`src/cbrd_pkg.sv`:
```
// Shared constants, codes and bank selection helpers of the cartridge bank register decoder.
`default_nettype none

package cbrd_pkg;

  // bank geometry
  localparam int unsigned BANK_SHIFT = 13;
  localparam int unsigned BANK_W     = 6;
  localparam int unsigned FADDR_W    = 19;

  // configuration port
  localparam int unsigned CFG_IDX_W  = 2;
  localparam int unsigned CFG_DATA_W = 8;

  // stream widths
  localparam int unsigned IN_TDATA_W  = 40;
  localparam int unsigned IN_TUSER_W  = 2;
  localparam int unsigned OUT_TDATA_W = 48;

  typedef enum logic [CFG_IDX_W-1:0] {
    CFG_EXTERNAL_ENABLE = 2'd0,
    CFG_PRIMARY_ENABLE  = 2'd1
  } cfg_index_t;

  typedef enum logic [1:0] {
    FUNC_REG_RD = 2'd0,
    FUNC_REG_WR = 2'd1,
    FUNC_WIN_RD = 2'd2,
    FUNC_WIN_WR = 2'd3
  } func_t;

  typedef enum logic [1:0] {
    DRV_NONE = 2'd0,
    DRV_RD   = 2'd1,
    DRV_WR   = 2'd2
  } drive_access_t;

  typedef enum logic [1:0] {
    FLASH_NONE = 2'd0,
    FLASH_RD   = 2'd1,
    FLASH_WR   = 2'd2
  } flash_access_t;

  // I/O page and register offsets
  localparam logic [7:0] IO_PAGE        = 8'hD5;
  localparam logic [7:0] OFF_FIRST      = 8'hE0;
  localparam logic [7:0] OFF_PRIMARY    = 8'hE0;
  localparam logic [7:0] OFF_CLOCK      = 8'hE2;
  localparam logic [7:0] OFF_TOP        = 8'hE4;
  localparam logic [7:0] OFF_DRIVE_LO   = 8'hF0;
  localparam logic [7:0] OFF_DRIVE_HI   = 8'hF7;
  localparam logic [7:0] OFF_DRST_LO    = 8'hF8;
  localparam logic [7:0] OFF_DRST_HI    = 8'hFB;
  localparam logic [7:0] OFF_ID0        = 8'hFC;
  localparam logic [7:0] OFF_ID1        = 8'hFD;
  localparam logic [7:0] OFF_ID2        = 8'hFE;
  localparam logic [7:0] OFF_ID3        = 8'hFF;

  // read values
  localparam logic [7:0] RD_OPEN        = 8'hFF;
  localparam logic [7:0] RD_CLOCK_BIT   = 8'h08;
  localparam logic [7:0] RD_ID0_ON      = 8'h53;
  localparam logic [7:0] RD_ID0_OFF     = 8'h20;
  localparam logic [7:0] RD_ID1         = 8'h49;
  localparam logic [7:0] RD_ID2         = 8'h44;
  localparam logic [7:0] RD_ID3         = 8'h45;

  // window
  localparam logic [15:0] WIN_BASE      = 16'hA000;
  localparam logic [15:0] WIN_LAST      = 16'hBFFF;

  // top bank is stored with bit 5 flipped
  localparam logic [BANK_W-1:0] TOP_BANK_FLIP  = 6'h20;
  localparam logic [BANK_W-1:0] TOP_BANK_RESET = 6'h20;

  typedef struct packed {
    logic              primary_off;
    logic [BANK_W-1:0] primary_bank;
    logic              top_enable;
    logic              top_off;
    logic [BANK_W-1:0] top_bank;
  } bank_regs_t;

  function automatic logic primary_valid(input bank_regs_t b, input logic primary_en);
    primary_valid = primary_en && !b.primary_off;
  endfunction

  function automatic logic top_valid(input bank_regs_t b, input logic primary_en);
    top_valid = !b.top_off && (b.top_enable || !primary_en);
  endfunction

  function automatic logic bank_valid(input bank_regs_t b, input logic primary_en);
    bank_valid = primary_valid(b, primary_en) || top_valid(b, primary_en);
  endfunction

  // no valid bank: last bank is held
  function automatic logic [BANK_W-1:0] select_bank(input bank_regs_t b,
                                                    input logic primary_en,
                                                    input logic [BANK_W-1:0] cur);
    if (primary_valid(b, primary_en)) begin
      select_bank = b.primary_bank;
    end else if (top_valid(b, primary_en)) begin
      select_bank = b.top_bank;
    end else begin
      select_bank = cur;
    end
  endfunction

endpackage

`default_nettype wire

```
`src/cartridge_bank_register_decoder.sv`:
```
// Top level: I/O page decode, bank registers and flash window address generation.
//
// Each bus access arrives as one input transaction and yields exactly one result
// transaction. Decode, bank register update and flash address generation are a
// single pass of shallow logic into the result register, so one access is taken
// every clock cycle; the only limit is the result register, which accepts a new
// access whenever it is empty or being drained in the same cycle. Bank writes at
// offsets E0/E4 take effect for the very next access. The user must write the two
// configuration bits on the cfg port (always ready) only while the block is idle;
// the block itself does not enforce it. Writes to unknown indexes are ignored.
`default_nettype none

module cartridge_bank_register_decoder
  import cbrd_pkg::*;
(
  input  wire logic                   clk,
  input  wire logic                   rst_n,

  input  wire logic                   in_tvalid,
  output logic                        in_tready,
  // [15:0] address, [23:16] write_data, [31:24] drive_data, [32] clock_bit,
  // [33] flash_command_mode, [39:34] zero
  input  wire logic [IN_TDATA_W-1:0]  in_tdata,
  // [1:0] func
  input  wire logic [IN_TUSER_W-1:0]  in_tuser,

  output logic                        out_tvalid,
  input  wire logic                   out_tready,
  // [7:0] read_data, [8] claimed, [10:9] drive_access, [13:11] drive_register,
  // [14] drive_reset_update, [15] drive_reset_level, [16] clock_update,
  // [19:17] clock_pins, [38:20] flash_address, [40:39] flash_access,
  // [41] window_enable, [42] control_read_route, [47:43] zero
  output logic [OUT_TDATA_W-1:0]      out_tdata,

  input  wire logic                   cfg_valid,
  output logic                        cfg_ready,
  input  wire logic [CFG_IDX_W-1:0]   cfg_index,
  input  wire logic [CFG_DATA_W-1:0]  cfg_data
);

  func_t       func;
  logic [15:0] address;
  logic [7:0]  write_data;
  logic [7:0]  drive_data;
  logic        clock_bit;
  logic        flash_command_mode;

  assign func               = func_t'(in_tuser[1:0]);
  assign address            = in_tdata[15:0];
  assign write_data         = in_tdata[23:16];
  assign drive_data         = in_tdata[31:24];
  assign clock_bit          = in_tdata[32];
  assign flash_command_mode = in_tdata[33];

  logic              ext_en_r, ext_en_nxt;
  logic              pri_en_r, pri_en_nxt;
  bank_regs_t        banks_r, banks_nxt;
  logic [BANK_W-1:0] cur_bank_r, cur_bank_nxt;
  logic              out_valid_r, out_valid_nxt;
  logic [OUT_TDATA_W-1:0] out_data_r, out_data_nxt;

  logic in_acc, cfg_acc;
  assign in_tready = !out_valid_r || out_tready;
  assign cfg_ready = 1'b1;
  assign in_acc    = in_tvalid && in_tready;
  assign cfg_acc   = cfg_valid && cfg_ready;

  // result fields
  logic [7:0]         read_data;
  logic               claimed;
  drive_access_t      drive_access;
  logic [2:0]         drive_register;
  logic               drive_reset_update;
  logic               drive_reset_level;
  logic               clock_update;
  logic [2:0]         clock_pins;
  logic [FADDR_W-1:0] flash_address;
  flash_access_t      flash_access;
  logic               window_enable;
  logic               control_read_route;

  logic [7:0]         off;
  bank_regs_t         banks_upd;
  logic [BANK_W-1:0]  bank_upd;
  logic               in_window;
  logic [15:0]        win_off;

  assign off = address[7:0];

  always_comb begin
    read_data          = '0;
    claimed            = 1'b0;
    drive_access       = DRV_NONE;
    drive_register     = '0;
    drive_reset_update = 1'b0;
    drive_reset_level  = 1'b0;
    clock_update       = 1'b0;
    clock_pins         = '0;
    banks_upd          = banks_r;

    if ((func == FUNC_REG_RD || func == FUNC_REG_WR) &&
        address[15:8] == IO_PAGE && off >= OFF_FIRST) begin
      claimed = 1'b1;
      if (func == FUNC_REG_RD) begin
        case (off) inside
          OFF_CLOCK: read_data = clock_bit ? RD_CLOCK_BIT : 8'h00;
          [OFF_DRIVE_LO:OFF_DRIVE_HI]: begin
            read_data      = drive_data;
            drive_access   = DRV_RD;
            drive_register = off[2:0];
          end
          OFF_ID0: read_data = pri_en_r ? RD_ID0_ON : RD_ID0_OFF;
          OFF_ID1: read_data = RD_ID1;
          OFF_ID2: read_data = RD_ID2;
          OFF_ID3: read_data = RD_ID3;
          default: read_data = RD_OPEN;
        endcase
      end else begin
        case (off) inside
          OFF_PRIMARY: begin
            banks_upd.primary_off  = write_data[7];
            banks_upd.primary_bank = write_data[BANK_W-1:0];
            banks_upd.top_enable   = !write_data[6];
          end
          OFF_CLOCK: begin
            clock_update = 1'b1;
            clock_pins   = {write_data[2], !write_data[1], write_data[0]};
          end
          OFF_TOP: begin
            banks_upd.top_off  = write_data[7];
            banks_upd.top_bank = write_data[BANK_W-1:0] ^ TOP_BANK_FLIP;
          end
          [OFF_DRIVE_LO:OFF_DRIVE_HI]: begin
            drive_access   = DRV_WR;
            drive_register = off[2:0];
          end
          [OFF_DRST_LO:OFF_DRST_HI]: begin
            drive_reset_update = 1'b1;
            drive_reset_level  = !write_data[0];
          end
          default: ;
        endcase
      end
    end

    bank_upd           = select_bank(banks_upd, pri_en_r, cur_bank_r);
    window_enable      = bank_valid(banks_upd, pri_en_r) && ext_en_r;
    control_read_route = window_enable && flash_command_mode;

    in_window     = address >= WIN_BASE && address <= WIN_LAST;
    win_off       = address - WIN_BASE;
    flash_access  = FLASH_NONE;
    flash_address = '0;
    if ((func == FUNC_WIN_RD || func == FUNC_WIN_WR) && in_window && window_enable) begin
      flash_access  = (func == FUNC_WIN_RD) ? FLASH_RD : FLASH_WR;
      flash_address = FADDR_W'(32'(bank_upd) << BANK_SHIFT) + FADDR_W'(win_off);
    end
  end

  // config writes re-run bank selection with the new enables
  logic cfg_val;
  assign cfg_val = cfg_data[0];

  always_comb begin
    ext_en_nxt    = ext_en_r;
    pri_en_nxt    = pri_en_r;
    banks_nxt     = banks_r;
    cur_bank_nxt  = cur_bank_r;
    out_valid_nxt = out_valid_r;
    out_data_nxt  = out_data_r;

    if (cfg_acc) begin
      case (cfg_index)
        CFG_EXTERNAL_ENABLE: begin
          ext_en_nxt   = cfg_val;
          cur_bank_nxt = select_bank(banks_r, pri_en_r, cur_bank_r);
        end
        CFG_PRIMARY_ENABLE: begin
          pri_en_nxt   = cfg_val;
          cur_bank_nxt = select_bank(banks_r, cfg_val, cur_bank_r);
        end
        default: ;
      endcase
    end

    if (out_valid_r && out_tready) begin
      out_valid_nxt = 1'b0;
    end
    if (in_acc) begin
      banks_nxt     = banks_upd;
      cur_bank_nxt  = bank_upd;
      out_valid_nxt = 1'b1;
      out_data_nxt  = {5'b0, control_read_route, window_enable, flash_access,
                       flash_address, clock_pins, clock_update, drive_reset_level,
                       drive_reset_update, drive_register, drive_access, claimed,
                       read_data};
    end
  end

  always_ff @(posedge clk) begin
    if (!rst_n) begin
      ext_en_r    <= 1'b1;
      pri_en_r    <= 1'b1;
      banks_r     <= '{primary_off: 1'b0, primary_bank: '0, top_enable: 1'b0,
                       top_off: 1'b0, top_bank: TOP_BANK_RESET};
      cur_bank_r  <= '0;
      out_valid_r <= 1'b0;
    end else begin
      ext_en_r    <= ext_en_nxt;
      pri_en_r    <= pri_en_nxt;
      banks_r     <= banks_nxt;
      cur_bank_r  <= cur_bank_nxt;
      out_valid_r <= out_valid_nxt;
    end
  end

  always_ff @(posedge clk) begin
    out_data_r <= out_data_nxt;
  end

  assign out_tvalid = out_valid_r;
  assign out_tdata  = out_data_r;

endmodule

`default_nettype wire
```
`config.mk`:
```
export PLATFORM = sky130hd
export DESIGN_NAME = cartridge_bank_register_decoder
export DESIGN_NICKNAME = d
export VERILOG_FILES = /design/src/cbrd_pkg.sv /design/src/cartridge_bank_register_decoder.sv
export SDC_FILE = /design/constraint.sdc
export NUM_CORES = 1
export LEC_CHECK = 0
export BUFFER_PORTS_ARGS = -buffer_cell sky130_fd_sc_hd__clkbuf_2
export CORE_UTILIZATION = 47
export DETAILED_ROUTE_END_ITERATION = 7
export GPL_ROUTABILITY_DRIVEN = 0
export PLACE_DENSITY = 0.8
export SKIP_LAST_GASP = 1
export SLEW_MARGIN = 20
export SYNTH_ARGS = -nofsm -noshare
export SYNTH_HDL_FRONTEND = slang
export SYNTH_SLANG_ARGS = --single-unit
```
`constraint.sdc`:
```
create_clock -name clk -period 3.4 [get_ports clk]
set_clock_uncertainty 0.15 [all_clocks]
set_input_delay 0.68 -clock clk [delete_from_list [all_inputs] [get_ports clk]]
set_output_delay 0.68 -clock clk [all_outputs]
set_load 0.02 [all_outputs]
```
* Yosys cells after proc, flatten, opt, wreduce, memory -nomap -nowiden
Index checks and enable logic that the tools add are counted.
** Operators by class
- Divide/modulo/power cells :: 0
- $mul :: 0
- Add/sub/neg operators :: 2
- Reductions and logical operators :: 47
- Shift-type cells :: 0
- Mux-type cells :: 42
- Equal/unequal tests :: 14
- Bitwise logic cells :: 4
- Magnitude comparators :: 7
** Operators with widths (number)
- 8-bit == test (second input constant) :: 8
- 8-bit 2-to-1 mux :: 7
- 6-bit 2-to-1 mux :: 8
- 15-bit 2-to-1 mux :: 2
- 7-bit 2-to-1 mux :: 4
- 8-bit >= comparator (second input constant) :: 3
- 19-bit by 16-bit adder with 19-bit output :: 1
- 3-bit 2-to-1 mux :: 6
- 1-bit logical AND :: 17
- 16-bit >= comparator (second input constant) :: 1
- 16-bit <= comparator (second input constant) :: 1
- 8-bit <= comparator (second input constant) :: 2
- 16-bit subtractor (second input constant) :: 1
- 2-bit 2-to-1 mux :: 7
- 6-bit case mux with 2 select lines :: 1
- 1-bit logical NOT :: 10
- 4-bit != test (second input constant) :: 2
- 1-bit logical OR :: 7
- 7-bit OR reduction :: 1
- 1-bit 2-to-1 mux :: 6
- 2-bit AND reduction :: 3
- 6-bit OR reduction :: 1
- 2-bit by 1-bit == test with 1-bit output (second input constant) :: 2
- 2-bit == test (second input constant) :: 2
- 8 further kinds :: 13
** Word-level totals
- Latch bits :: 0
- Word-level logic and storage cells :: 133
- Flip-flop bits (word level) :: 67
- RAM bits :: 0
- Input port bits :: 57
- Memory bits (read-only) :: 0
- Memories kept :: 0
- Output and inout bits :: 51

* Longest topological paths before layout
Gate-level depths: netlist of the first run.
- Depth after elaboration :: 11
- Mapped depth :: 17
- Depth with buffers taken out :: 15

* Worst setup path before layout of the first run
No wires, ideal clock.
- Kind :: input to register
- Start :: in out_tready
- End :: reg banks_r[7] (netlist bit)
- Arrival time :: 3490 ps
- Stages :: 8
- Data required time :: 3135 ps
- Slack :: -355 ps
- Cells stage by stage :: nand2b_1 nand2_1 inv_1 clkbuf_1 nand2_1 nand2_1 o21ai_0 and2_1
** On the way
- Word-level cells in the longest chain between the ends :: 2
** RTL lines
- start: declaration :: RTL line cartridge_bank_register_decoder.sv:28 : input wire logic out_tready,
- 1-bit logical OR :: RTL line cartridge_bank_register_decoder.sv:63 : assign in_tready = !out_valid_r || out_tready;
- 1-bit logical AND :: RTL line cartridge_bank_register_decoder.sv:65 : assign in_acc = in_tvalid && in_tready;
- via in_acc :: RTL line cartridge_bank_register_decoder.sv:62 : logic in_acc, cfg_acc;
- end signal: assignment :: RTL line cartridge_bank_register_decoder.sv:204 : banks_r <= '{primary_off: 1'b0, primary_bank: '0, top_enable: 1'b0,
- end signal: assignment :: RTL line cartridge_bank_register_decoder.sv:211 : banks_r <= banks_nxt;
- end: declaration :: RTL line cartridge_bank_register_decoder.sv:57 : bank_regs_t banks_r, banks_nxt;
The timed path passes the listed nets, and every way through them passes these cells.
A chain may end at the register's enable or synchronous reset.

* Final worst setup path of the first run
- Start :: in in_tdata[13]
- End :: reg out_data_r[37], in the netlist out_tdata[37], data pin
** On the way
- Word-level cells in the longest chain between the ends :: 9
- Elaborated cells on any way between the ends :: 20
- Those cells by class :: add/sub (2); order compare (2); eq/ne (1); mux (3); reduce/logical (12)
** RTL lines
- start: declaration :: RTL line cartridge_bank_register_decoder.sv:23 : input wire logic [IN_TDATA_W-1:0] in_tdata,
- 8-bit == test :: RTL line cartridge_bank_register_decoder.sv:102 : address[15:8] == IO_PAGE && off >= OFF_FIRST) begin
- 1-bit logical AND :: RTL line cartridge_bank_register_decoder.sv:101 : if ((func == FUNC_REG_RD || func == FUNC_REG_WR) &&
- 1-bit logical AND :: RTL line cartridge_bank_register_decoder.sv:102
- 15-bit 2-to-1 mux :: RTL line cartridge_bank_register_decoder.sv:101
- 1-bit logical NOT, or another cell as far along :: RTL line cbrd_pkg.sv:89 : top_valid = !b.top_off && (b.top_enable || !primary_en);
- 1-bit logical AND, on equally long branches :: RTL line cbrd_pkg.sv:89, cbrd_pkg.sv:85
- 6-bit 2-to-1 mux / 1-bit logical OR (equally long branches) :: RTL line cbrd_pkg.sv:102, cbrd_pkg.sv:93
- 6-bit 2-to-1 mux / 1-bit logical AND (equally long branches) :: RTL line cbrd_pkg.sv:100, cartridge_bank_register_decoder.sv:147
- 19-bit by 16-bit adder with 19-bit output / 1-bit logical AND (equally long branches) :: RTL line cartridge_bank_register_decoder.sv:156, cartridge_bank_register_decoder.sv:154
- end signal: assignment :: RTL line cartridge_bank_register_decoder.sv:218 : out_data_r <= out_data_nxt;
- end: declaration :: RTL line cartridge_bank_register_decoder.sv:60 : logic [OUT_TDATA_W-1:0] out_data_r, out_data_nxt;
Several ways; a longest one is shown, not always the timed one.

==> impl_results.md, run 1 <==
* Worst Setup Start Kind: primary input
* Clock Pin Slew Worst Setup and Hold Paths at 0.08 ns
* Slew Viols, Final at 0
* Fin crit period at 3.42 ns
* Outcome: complete, but fails checks
* Layout cells sized above 1 at 0.410
* Fin. Hold Viols at 0
* Yosys warns at 0
* Leak at a little over 2 nW
* Post-synth top flop: edfxtp_1
* Vias in the first global route at 3026
* Syn Inst Count at 338
* CTS Root Cell: clkbuf_8
* Routed WL at 8430 um
* Crit path kind: primary input to register
* Worst Setup EP: out_tdata[37]
* GR Overflow Total at 0
* Row count at 31
* Core area at just over 7000 um^2
* Placed cell area at 4350 um^2
* Crit path DAT at 3.36 ns
* IO buf count at 88
* Top post-synthesis cells by area: edfxtp_1 (36%), dfxtp_1 (14%), mux2i_1 (6.5%)
* Clock Latency Late Sink at 0.34 ns
* FF-to-FF setup slack at 0.59 ns
* Critical Path Source: in_tdata[13]
* Sequential share of the synthesized area at 0.500
* Worst hold slack at 0.357 ns
* # IOs at 108
* Routed len/inst at around 15 um
* Worst IR Drop VDD at 222 uV
* Syn_area_per_cell at 10.5 um^2
* Nets@finish at 534
* Flops & latches, synth at 67
* Initial antenna violation count at 0
* Worst reg2reg path depth at 12
* Crit. End Element: register
* Routed vias/inst at 5.32
* First-pass GRT wire length at around 14000 um
* Finished Cell Area at roughly 4700 um^2
* # DRC at 0
* Synth cell types at 63
* Fillers at 613
* P&R area growth vs syn at 32.2%
* Worst endpoint required time at 3.34 ns
* Post-Place Setup Slack at -0.528 ns
* Die W at 88.8 um
* Pwr/cell area at 395 nW/um^2
* Max cap viols at 0
* Final worst slack at -0.0150 ns
* Fin crit share at 1.00
* Pin count of the biggest net entering global routing at 35
* DRT antenna net count at 0
* Inserted Clock Buffers at 9
* DRT iter0 DRCs at 146
* Ys async rst share at 0
* Failing checks: setup timing
* Cell Area, Synth at between 3000 and 4000 um^2
* Worst R2R Start: pri_en_r
* GRT Total Usage at 0.228
* HP Class: register to register
* Fmax at 293 MHz
* RR Endpoint: out_tdata[38]
* H-tree depth at 3
* RSZ-0062 raised after global routing: yes
* Total power at 1.85 mW
* Final setup viols at 1
* Worst-margin pin slew at 0.761 ns
* Rel. slew slack at 0.491
* 1st-pass router iterations at 4
* Max FO, Critical Path at 4
* Register area at 1770 um^2
* Post-synth top area share at 0.365
* Die ar. at just under 8000 um^2
* Number of synthesized flops with an enable pin at 43
* Multi-input logic area at approximately 1700 um^2
* DP HPWL at 6090 um
* Clk sinks at 67
* Detailed-route via count at 3059
* Clk buf depth at 2
* Initial Utilization at 0.488
* N_diodes at 0
* CTS tree: done
* Post-synth top area cell: edfxtp_1
* Die height at slightly below 90 um
## power by group
| part | leakage (nW) | switching (mW) | total (mW) | internal, mW |
|---|---|---|---|---|
| Clock | 0.102 | 0.310 | 0.668 | 0.358 |
| Combinational | 1.32 | 0.162 | 0.272 | 0.110 |
| Sequential | 0.624 | 0.0127 | 0.912 | 0.899 |
## cells in the mapped netlist, drive strengths merged (4+ instances only)
master  instances
and3            6
nand4           4
inv            15
buf            10
nand2          26
o21ai          14
a211oi          6
and2           23
nor3           13
ha              5
o211ai          4
mux2i          25
dfxtp          24
nor2           32
a21oi          12
clkbuf          8
nor2b          20
edfxtp         43
## through the flow
step | TNS [ns] | util | std cells
3_3_place_gp | -1.46 | 0.600 | 551
3_5_place_dp | -2.46 | 0.600 | 551
5_1_grt | -0.274 | 0.646 | 575
2_1_floorplan | -0.330 | - | 342
6_report | -0.0150 | 0.646 | 575
4_1_cts | -0.0677 | 0.637 | 572
## worst max-delay path, cell delays in order
cell and delay [ns]:
clkbuf_2 0.09, and4bb_2 0.36, nand4_4 0.14, nor3_4 0.30, mux2i_4 0.34, nand2_2 0.13
nor2_2 0.11, a211oi_2 0.05, nor2_1 0.10, ha_2 0.20, inv_2 0.04, fa_2 0.33
nor2b_2 0.13, or2_4 0.14, and3_4 0.17, nor3_2 0.03
## metal layers
layer  share of wire  GRT usage  vias up  routed length (um)
met4           0.016      0.104        0                 139
met2            0.52      0.421      117                4350
met1            0.42      0.258     1456                3530
li1                -          -     1472                   -
met5               0          0        -                   0
met3           0.048     0.0345       14                 407
## flip-flops by register name (all words and copies together), names as in the netlist
signal	count
banks_r	15
cur_bank_r	6
ext_en_r	1
out_tdata	43
out_tvalid	1
pri_en_r	1
## cell type report
| cell class | count | area share |
|---|---|---|
| inverter | 15 | 0.0120 |
| clock inverter | 6 | 0.0139 |
| multi-input combinational | 242 | 0.367 |
| timing repair buffer | 136 | 0.173 |
| clock buffer | 10 | 0.0294 |
| sequential | 67 | 0.378 |
| tap | 99 | 0.0264 |
## worst min-delay path by stage
| stage | depth (start not counted) | end | slack (ns) | start |
|---|---|---|---|---|
| floorplan | 2 | banks_r[5] | 0.31 | banks_r[5] |
| CTS | 2 | banks_r[5] | 0.35 | banks_r[5] |
| global route | 2 | banks_r[5] | 0.38 | banks_r[5] |
| finish | 2 | banks_r[5] | 0.36 | banks_r[5] |
| global placement | 2 | banks_r[5] | 0.33 | banks_r[5] |
| detailed placement | 2 | banks_r[5] | 0.33 | banks_r[5] |
## cell families (layout without fill, tap and decap cells)
family / after synthesis / after routing / share of synthesized area
other: 2 / 6 / 0.00212
flip-flops: 67 / 67 / 0.500
AO/OA/AOI/OAI: 55 / 55 / 0.106
buffers and inverters: 33 / 167 / 0.0470
adder cells (fa/ha/maj): 6 / 6 / 0.0233
AND/OR/NAND/NOR: 145 / 145 / 0.232
XOR/XNOR: 2 / 2 / 0.00495
multiplexers: 28 / 28 / 0.0848
## repair_timing
| item | 4_1_cts | 5_1_grt |
|---|---|---|
| endpoints found under the setup margin | 3 | 4 |
| gates resized for setup | 9 | 10 |
| gates cloned | 0 | 0 |
| setup buffers | 5 | 3 |
| hold buffers | 0 | 0 |
| pin swaps | 13 | 6 |
## cell usage in the layout, fill, tap and decap left out, types with 6 or more instances in the layout
cell type	synthesis	routed
dfxtp_1	24	24
nor2b_1	20	19
mux2i_1	23	21
inv_1	15	13
nor3_1	9	8
o21ai_0	13	12
edfxtp_1	43	43
and2_1	21	21
clkbuf_8	0	10
conb_1	2	6
buf_4	7	45
nor2_1	32	29
a21oi_1	12	9
clkbuf_2	0	88
nand2_1	25	24
No activity file was read; power rests on OpenSTA's default activity.
==> run 2, diff against run 1 <==
--- a/config.mk
+++ b/config.mk
@@ -10,6 +10,7 @@
 export DETAILED_ROUTE_END_ITERATION = 7
 export GPL_ROUTABILITY_DRIVEN = 0
 export PLACE_DENSITY = 0.8
+export REMOVE_ABC_BUFFERS = 1
 export SKIP_LAST_GASP = 1
 export SLEW_MARGIN = 20
 export SYNTH_ARGS = -nofsm -noshare
==> run 2 against run 1 <==
The run still ends with setup timing left. Sequential power barely moved. Largest power group unchanged. Count of clock-buffer cells in the layout fell by 1. Hold slack improved by 0.016 ns. Setup slack worse by 0.049 ns. Final cell count fell by 0.70%. Utilization shrank 0.34 points. Critical path type unchanged. Largest cell class unchanged. Via count shrank 1.3%. Sequential share of layout area is 0.20 points higher.
==> impl_results.md, run 2 (synthesis gave the netlist of run 1 again) <==
* Min-delay src: ext_en_r
* Worst hold slack at 0.373 ns
* Critical Path Source: in_tdata[13]
* Slowest CP cell: nor4b_4
* CP Cell Sequence: buf_6, and4bb_1, nand2_2, nor4b_4, mux2i_4, buf_4, buf_6, and2_4, a21oi_2, a21oi_2, inv_1, ha_1, a21o_1, a21o_1, a31o_1, a21oi_2
* Fillers at 601
* Die W at 88.8 um
* Routed len/inst at 15.0 um
* Final worst slack at -0.0641 ns
* Logic pwr share at 0.136
* Hold Crit Depth at 2
* Internal power at between 1 and 1.5 mW
* Clock Pin Slew Worst Setup and Hold Paths at 0.07 ns
* Fin crit share at 1.02
* Slowest stage delay, CP at 0.40 ns
* Worst reg2reg path depth at 12
* Vias in the first global route at between 2000 and 3000
* Leak at 2.02 nW
* 1st-pass router iterations at 4
* HP Class: register to register
* Hold Path End: ext_en_r
* Clk buf depth at 2
* # IOs at ~110
* N_diodes at 0
* Most frequent cells in the layout: clkbuf_2 (86), edfxtp_1 (43), buf_4 (43), nor2_1 (30)
* GRT Total Usage at 0.227
* Routed WL at 8550 um
* Initial antenna violation count at 0
* Final Util at 0.642
* Initial Utilization at 0.488
* RSZ-0062 raised after global routing: yes
* Worst-margin pin slew at 0.695 ns
* Layout cells sized above 1 at 0.394
* Worst IR Drop VDD at roughly 250 uV
* # DRC at 0
* H-tree depth at 3
* Max reg flops at 43
* Core area at a little over 7000 um^2
* Row count at 31
* Fin crit period at 3.46 ns
* P&R area growth vs syn at 31.5%
* Fmax at 289 MHz
* Crit path kind: primary input to register
* FF-to-FF setup slack at between 0.6 and 0.7 ns
* Final setup viols at 3
* Pwr/cell area at 424 nW/um^2
* Crit path DAT at roughly 3.5 ns
* Die ar. at 7890 um^2
* Rel. slew slack at 0.535
* Clk sinks at 67
* Pin count of the biggest net entering global routing at 32
* Detailed-route via count at approximately 3000
* Sequential power share at 0.462
* Routed vias/inst at between 5 and 6
* Clock Power Share at 0.402
* Inserted Clock Buffers at 9
* IO buf count at 88
* Max cap viols at 0
* Worst path most repeated cell: a21oi_2
* GR Overflow Total at 0
* Die height at 88.8 um
* Worst Setup Start Kind: primary input
* RR Endpoint: out_tdata[37]
* Nets@finish at 531
* CTS Root Cell: clkbuf_8
* Failing checks: setup timing
* Max FO, Critical Path at 4
* Most common cell after layout, fill and taps aside: clkbuf_2
* Outcome: complete, but fails checks
* Net Sw Frac at 0.245
* DRT iter0 DRCs at 161
* Clock Latency Late Sink at 0.35 ns
* DP HPWL at 6090 um
* First-pass GRT wire length at 13100 um
* CTS tree: done
* DRT antenna net count at 0
* Switching power at approximately 0.48 mW
* Worst R2R Start: pri_en_r
* Fin. Hold Viols at 0
* Slew Viols, Final at 0
* Crit. End Element: register
* Worst endpoint required time at 3.45 ns
-- run 2: cell types whose count changed in the layout (fill, tap and decap cells not counted), sizes merged --
cell	previous run	this run
clkbuf	98	95
clkinv	4	2
buf	48	47
bufinv	1	3
-- run 2: area by class of cell --
| type | count | area [um^2] | area share |
|---|---|---|---|
| Sequential cell | 67 | 1770 | 0.380 |
| Timing Repair Buffer | 133 | 798 | 0.171 |
| Clock inverter | 6 | 115 | 0.0247 |
| Multi-Input combinational cell | 242 | 1670 | 0.358 |
| Clock buffer | 9 | 124 | 0.0266 |
| Tap cell | 99 | 124 | 0.0266 |
| Inverter | 15 | 56.3 | 0.0121 |
-- run 2: power by group through the flow --
| stage | sequential, mW | clock (mW) | combinational [mW] |
|---|---|---|---|
| finish | 0.912 | 0.795 | 0.268 |
| floorplan | 0.965 | 0 | 0.0978 |
| detailed placement | 0.930 | 0 | 0.254 |
| global placement | 0.929 | 0 | 0.248 |
| CTS | 0.912 | 0.803 | 0.264 |
| global route | 0.916 | 0.840 | 0.290 |
-- run 2: worst max-delay path by stage --
| stage | to | slack, ns | depth (start not counted) |
|---|---|---|---|
| after floorplan | out_tdata[37] | -0.65 | 15 |
| after global placement | out_tdata[37] | -0.43 | 16 |
| after detailed placement | out_tdata[37] | -0.50 | 16 |
| after CTS | out_tdata[37] | -0.001 | 16 |
| after global routing | out_tdata[36] | -0.15 | 16 |
| final | out_tdata[38] | -0.06 | 16 |
-- run 2: through the flow --
stage          cells  power [mW]  TNS (ns)  cell area [um^2]  worst slack, ns
4_1_cts          570        1.98  -0.00135              4630         -0.00135
3_5_place_dp     549        1.18     -2.42              4300           -0.496
6_report         571        1.98    -0.165              4660          -0.0641
2_1_floorplan    324        1.06     -2.28              3450           -0.648
5_1_grt          571        2.05    -0.416              4660           -0.147
3_3_place_gp     549        1.18     -1.93              4300           -0.431
-- run 2: timing repair --
item	4_1_cts	5_1_grt
pin swaps	8	7
buffers inserted	6	2
gates resized for setup	15	7
endpoints found under the setup margin	3	4
hold buffers	0	0
-- run 2: critical path, delay by kind of cell --
kind	cells	cell delay, ns
AOI/OAI and AO/OA	6	0.91
adders and majority gates	1	0.27
and+or+nand+nor	4	0.96
buffers and inverters	4	0.39
muxes	1	0.31
-- run 2: layer usage --
metal,track usage,vias to the layer above,share of wire
met4,0.109,0,0.020
met3,0.0485,17,0.062
met1,0.248,1408,0.41
li1,-,1470,-
met2,0.415,123,0.50
met5,0,-,0
==> run 3, diff against run 2 <==
--- a/config.mk
+++ b/config.mk
@@ -6,10 +6,10 @@
 export NUM_CORES = 1
 export LEC_CHECK = 0
 export BUFFER_PORTS_ARGS = -buffer_cell sky130_fd_sc_hd__clkbuf_2
-export CORE_UTILIZATION = 47
+export CORE_UTILIZATION = 40
 export DETAILED_ROUTE_END_ITERATION = 7
 export GPL_ROUTABILITY_DRIVEN = 0
-export PLACE_DENSITY = 0.8
+export PLACE_DENSITY = 0.7
 export REMOVE_ABC_BUFFERS = 1
 export SKIP_LAST_GASP = 1
 export SLEW_MARGIN = 20
==> run 3 against run 2 <==
The run still ends with setup timing left. Sequential cell count unchanged. Setup slack gained 0.057 ns. Final cell count increased by 1.4%. Register-to-register slack worse by 0.10 ns. Sequential power barely moved. Hold slack got worse by 0.0096 ns. Routed wire length down 1.1%. Global-route usage fell by 4.1 points. Cell area increased by 1.0%. Critical path type unchanged. Critical endpoint is now out_tdata[37]. Largest cell class unchanged. Largest power group unchanged. Highest routed layer unchanged.
==> impl_results.md, run 3 (synthesis gave the netlist of run 1 again) <==
* Crit path kind: primary input to register
* Crit. End Element: register
* Routed len/inst at around 15 um
* Clk sinks at 67
* Wire length on met1 at 3720 um
* Worst Setup EP: out_tdata[37]
* Slew Viols, Final at 0
* Top sig layer: met4
* Critical Path Source: in_tuser[1]
* Fillers at 741
* # DRC at 0
* Rel. slew slack at 0.492
* Outcome: complete, but fails checks
* Fmax at approximately 290 MHz
* GRT Total Usage at 0.185
* Max cap viols at 0
* Die height at 96.1 um
* HP Class: register to register
* Leak at 2.03 nW
* Max reg flops at 43
* Switching power at around 0.50 mW
* Final worst slack at -0.00738 ns
* CTS Root Cell: clkbuf_8
* Initial antenna violation count at 0
* Final Util at 0.561
* IO buf count at 88
* Worst R2R Start: pri_en_r
* Placed cell area at 4310 um^2
* H-tree depth at 3
* Most common cell after layout, fill and taps aside: clkbuf_2
* CTS tree: done
* Fin crit share at 1.00
* DRT iter0 DRCs at 114
* DP HPWL at 6120 um
* GR Overflow Total at 0
* Net Sw Frac at 0.259
* RR Endpoint: out_tdata[37]
* RSZ-0062 raised after global routing: yes
* Fin crit period at 3.41 ns
* Worst hold slack at about 0.36 ns
* DR WL met3 at 580 um
* Core area at approximately 8400 um^2
* Worst-margin pin slew at 0.757 ns
* Initial Utilization at 0.423
* Detailed-route via count at 2939
* Routed WL at 8460 um
* Internal power at 1.42 mW
* Met2 Routed Length at 4020 um
* Row count at 33
* Layout cells sized above 1 at 0.403
* Worst endpoint required time at 3.34 ns
* Most frequent cells in the layout: clkbuf_2 (87), edfxtp_1 (43), buf_4 (43), nor2_1 (31)
* Fin. Hold Viols at 0
* Clock Power Share at 0.385
* Final setup viols at 1
* Hold_buf cts at 0
* Pin count of the biggest net entering global routing at 35
* Pwr/cell area at slightly above 400 nW/um^2
* Sequential power share at 0.476
* Nets@finish at 532
* Worst reg2reg path depth at 12
* Clock Pin Slew Worst Setup and Hold Paths at 0.07 ns
* Clk buf depth at 2
* Inserted Clock Buffers at 9
* Crit path DAT at 3.35 ns
* Die W at about 96 um
* Routed vias/inst at 5.08
* Finished Cell Area at 4710 um^2
* DRT antenna net count at 0
* N_diodes at 0
* 1st-pass router iterations at 4
* Logic pwr share at 0.139
* Clock Latency Late Sink at 0.34 ns
* Vias in the first global route at 2742
* Post-Place Setup Slack at -0.497 ns
* First-pass GRT wire length at 12900 um
* Worst Setup Start Kind: primary input
* # IOs at about 110
* FF-to-FF setup slack at 0.54 ns
* P&R area growth vs syn at 32.9%
* Failing checks: setup timing
* Worst IR Drop VDD at 174 uV
* Max FO, Critical Path at 4
* Die ar. at approximately 9200 um^2
[run 3: worst max-delay path: stages]
cell and delay [ns]:
buf_6 0.09, and4bb_2 0.32, nand2_2 0.07, nor4b_4 0.24, buf_4 0.18, mux2i_4 0.27, nand2_4 0.11, buf_4 0.15
nor2_1 0.16, a211oi_2 0.08, nor2_1 0.12, ha_1 0.25, nor2b_2 0.16, or2_4 0.25, a21oi_2 0.16, nor3_2 0.06
[run 3: worst min path at each step]
stage,slack (ns),cells past startpoint,startpoint,endpoint
detailed placement,0.35,2,banks_r[5],banks_r[5]
global route,0.41,2,banks_r[5],banks_r[5]
finish,0.36,2,banks_r[5],banks_r[5]
CTS,0.37,2,banks_r[5],banks_r[5]
floorplan,0.31,2,banks_r[5],banks_r[5]
global placement,0.33,2,banks_r[5],banks_r[5]
[run 3: per-stage QoR]
step | cells | total power [mW] | TNS, ns
3_5_place_dp | 556 | 1.18 | -3.15
6_report | 579 | 1.92 | -0.00738
3_3_place_gp | 556 | 1.18 | -1.96
4_1_cts | 574 | 1.92 | 0
2_1_floorplan | 324 | 1.06 | -2.28
5_1_grt | 579 | 1.99 | -0.406
[run 3: repair_timing]
item                       4_1_cts  5_1_grt
pin swaps                        3       18
buffers inserted                 2        5
resized for setup               12       20
setup endpoints to repair        3        4
[run 3: metal layers]
metal | up-vias | track usage
met2 | 111 | 0.310
met1 | 1351 | 0.238
met5 | - | 0
met3 | 12 | 0.0348
met4 | 0 | 0.0672
li1 | 1465 | -
[run 3: cell type report]
cell class              count  area [um^2]  share of cell area
clock inverters             6         90.1              0.0191
clock buffers              10          128              0.0271
multi-input cells         242         1720               0.366
inverters                  15         56.3              0.0120
repair buffers            134          807               0.171
well taps                 105          131              0.0279
flip-flops and latches     67         1770               0.376
[run 3: power by group through the flow]
stage | Clock (mW) | Sequential (mW) | Combinational, mW
2_1_floorplan | 0 | 0.965 | 0.0978
3_3_place_gp | 0 | 0.929 | 0.249
3_5_place_dp | 0 | 0.931 | 0.253
4_1_cts | 0.747 | 0.912 | 0.259
5_1_grt | 0.785 | 0.915 | 0.290
6_report | 0.738 | 0.912 | 0.266
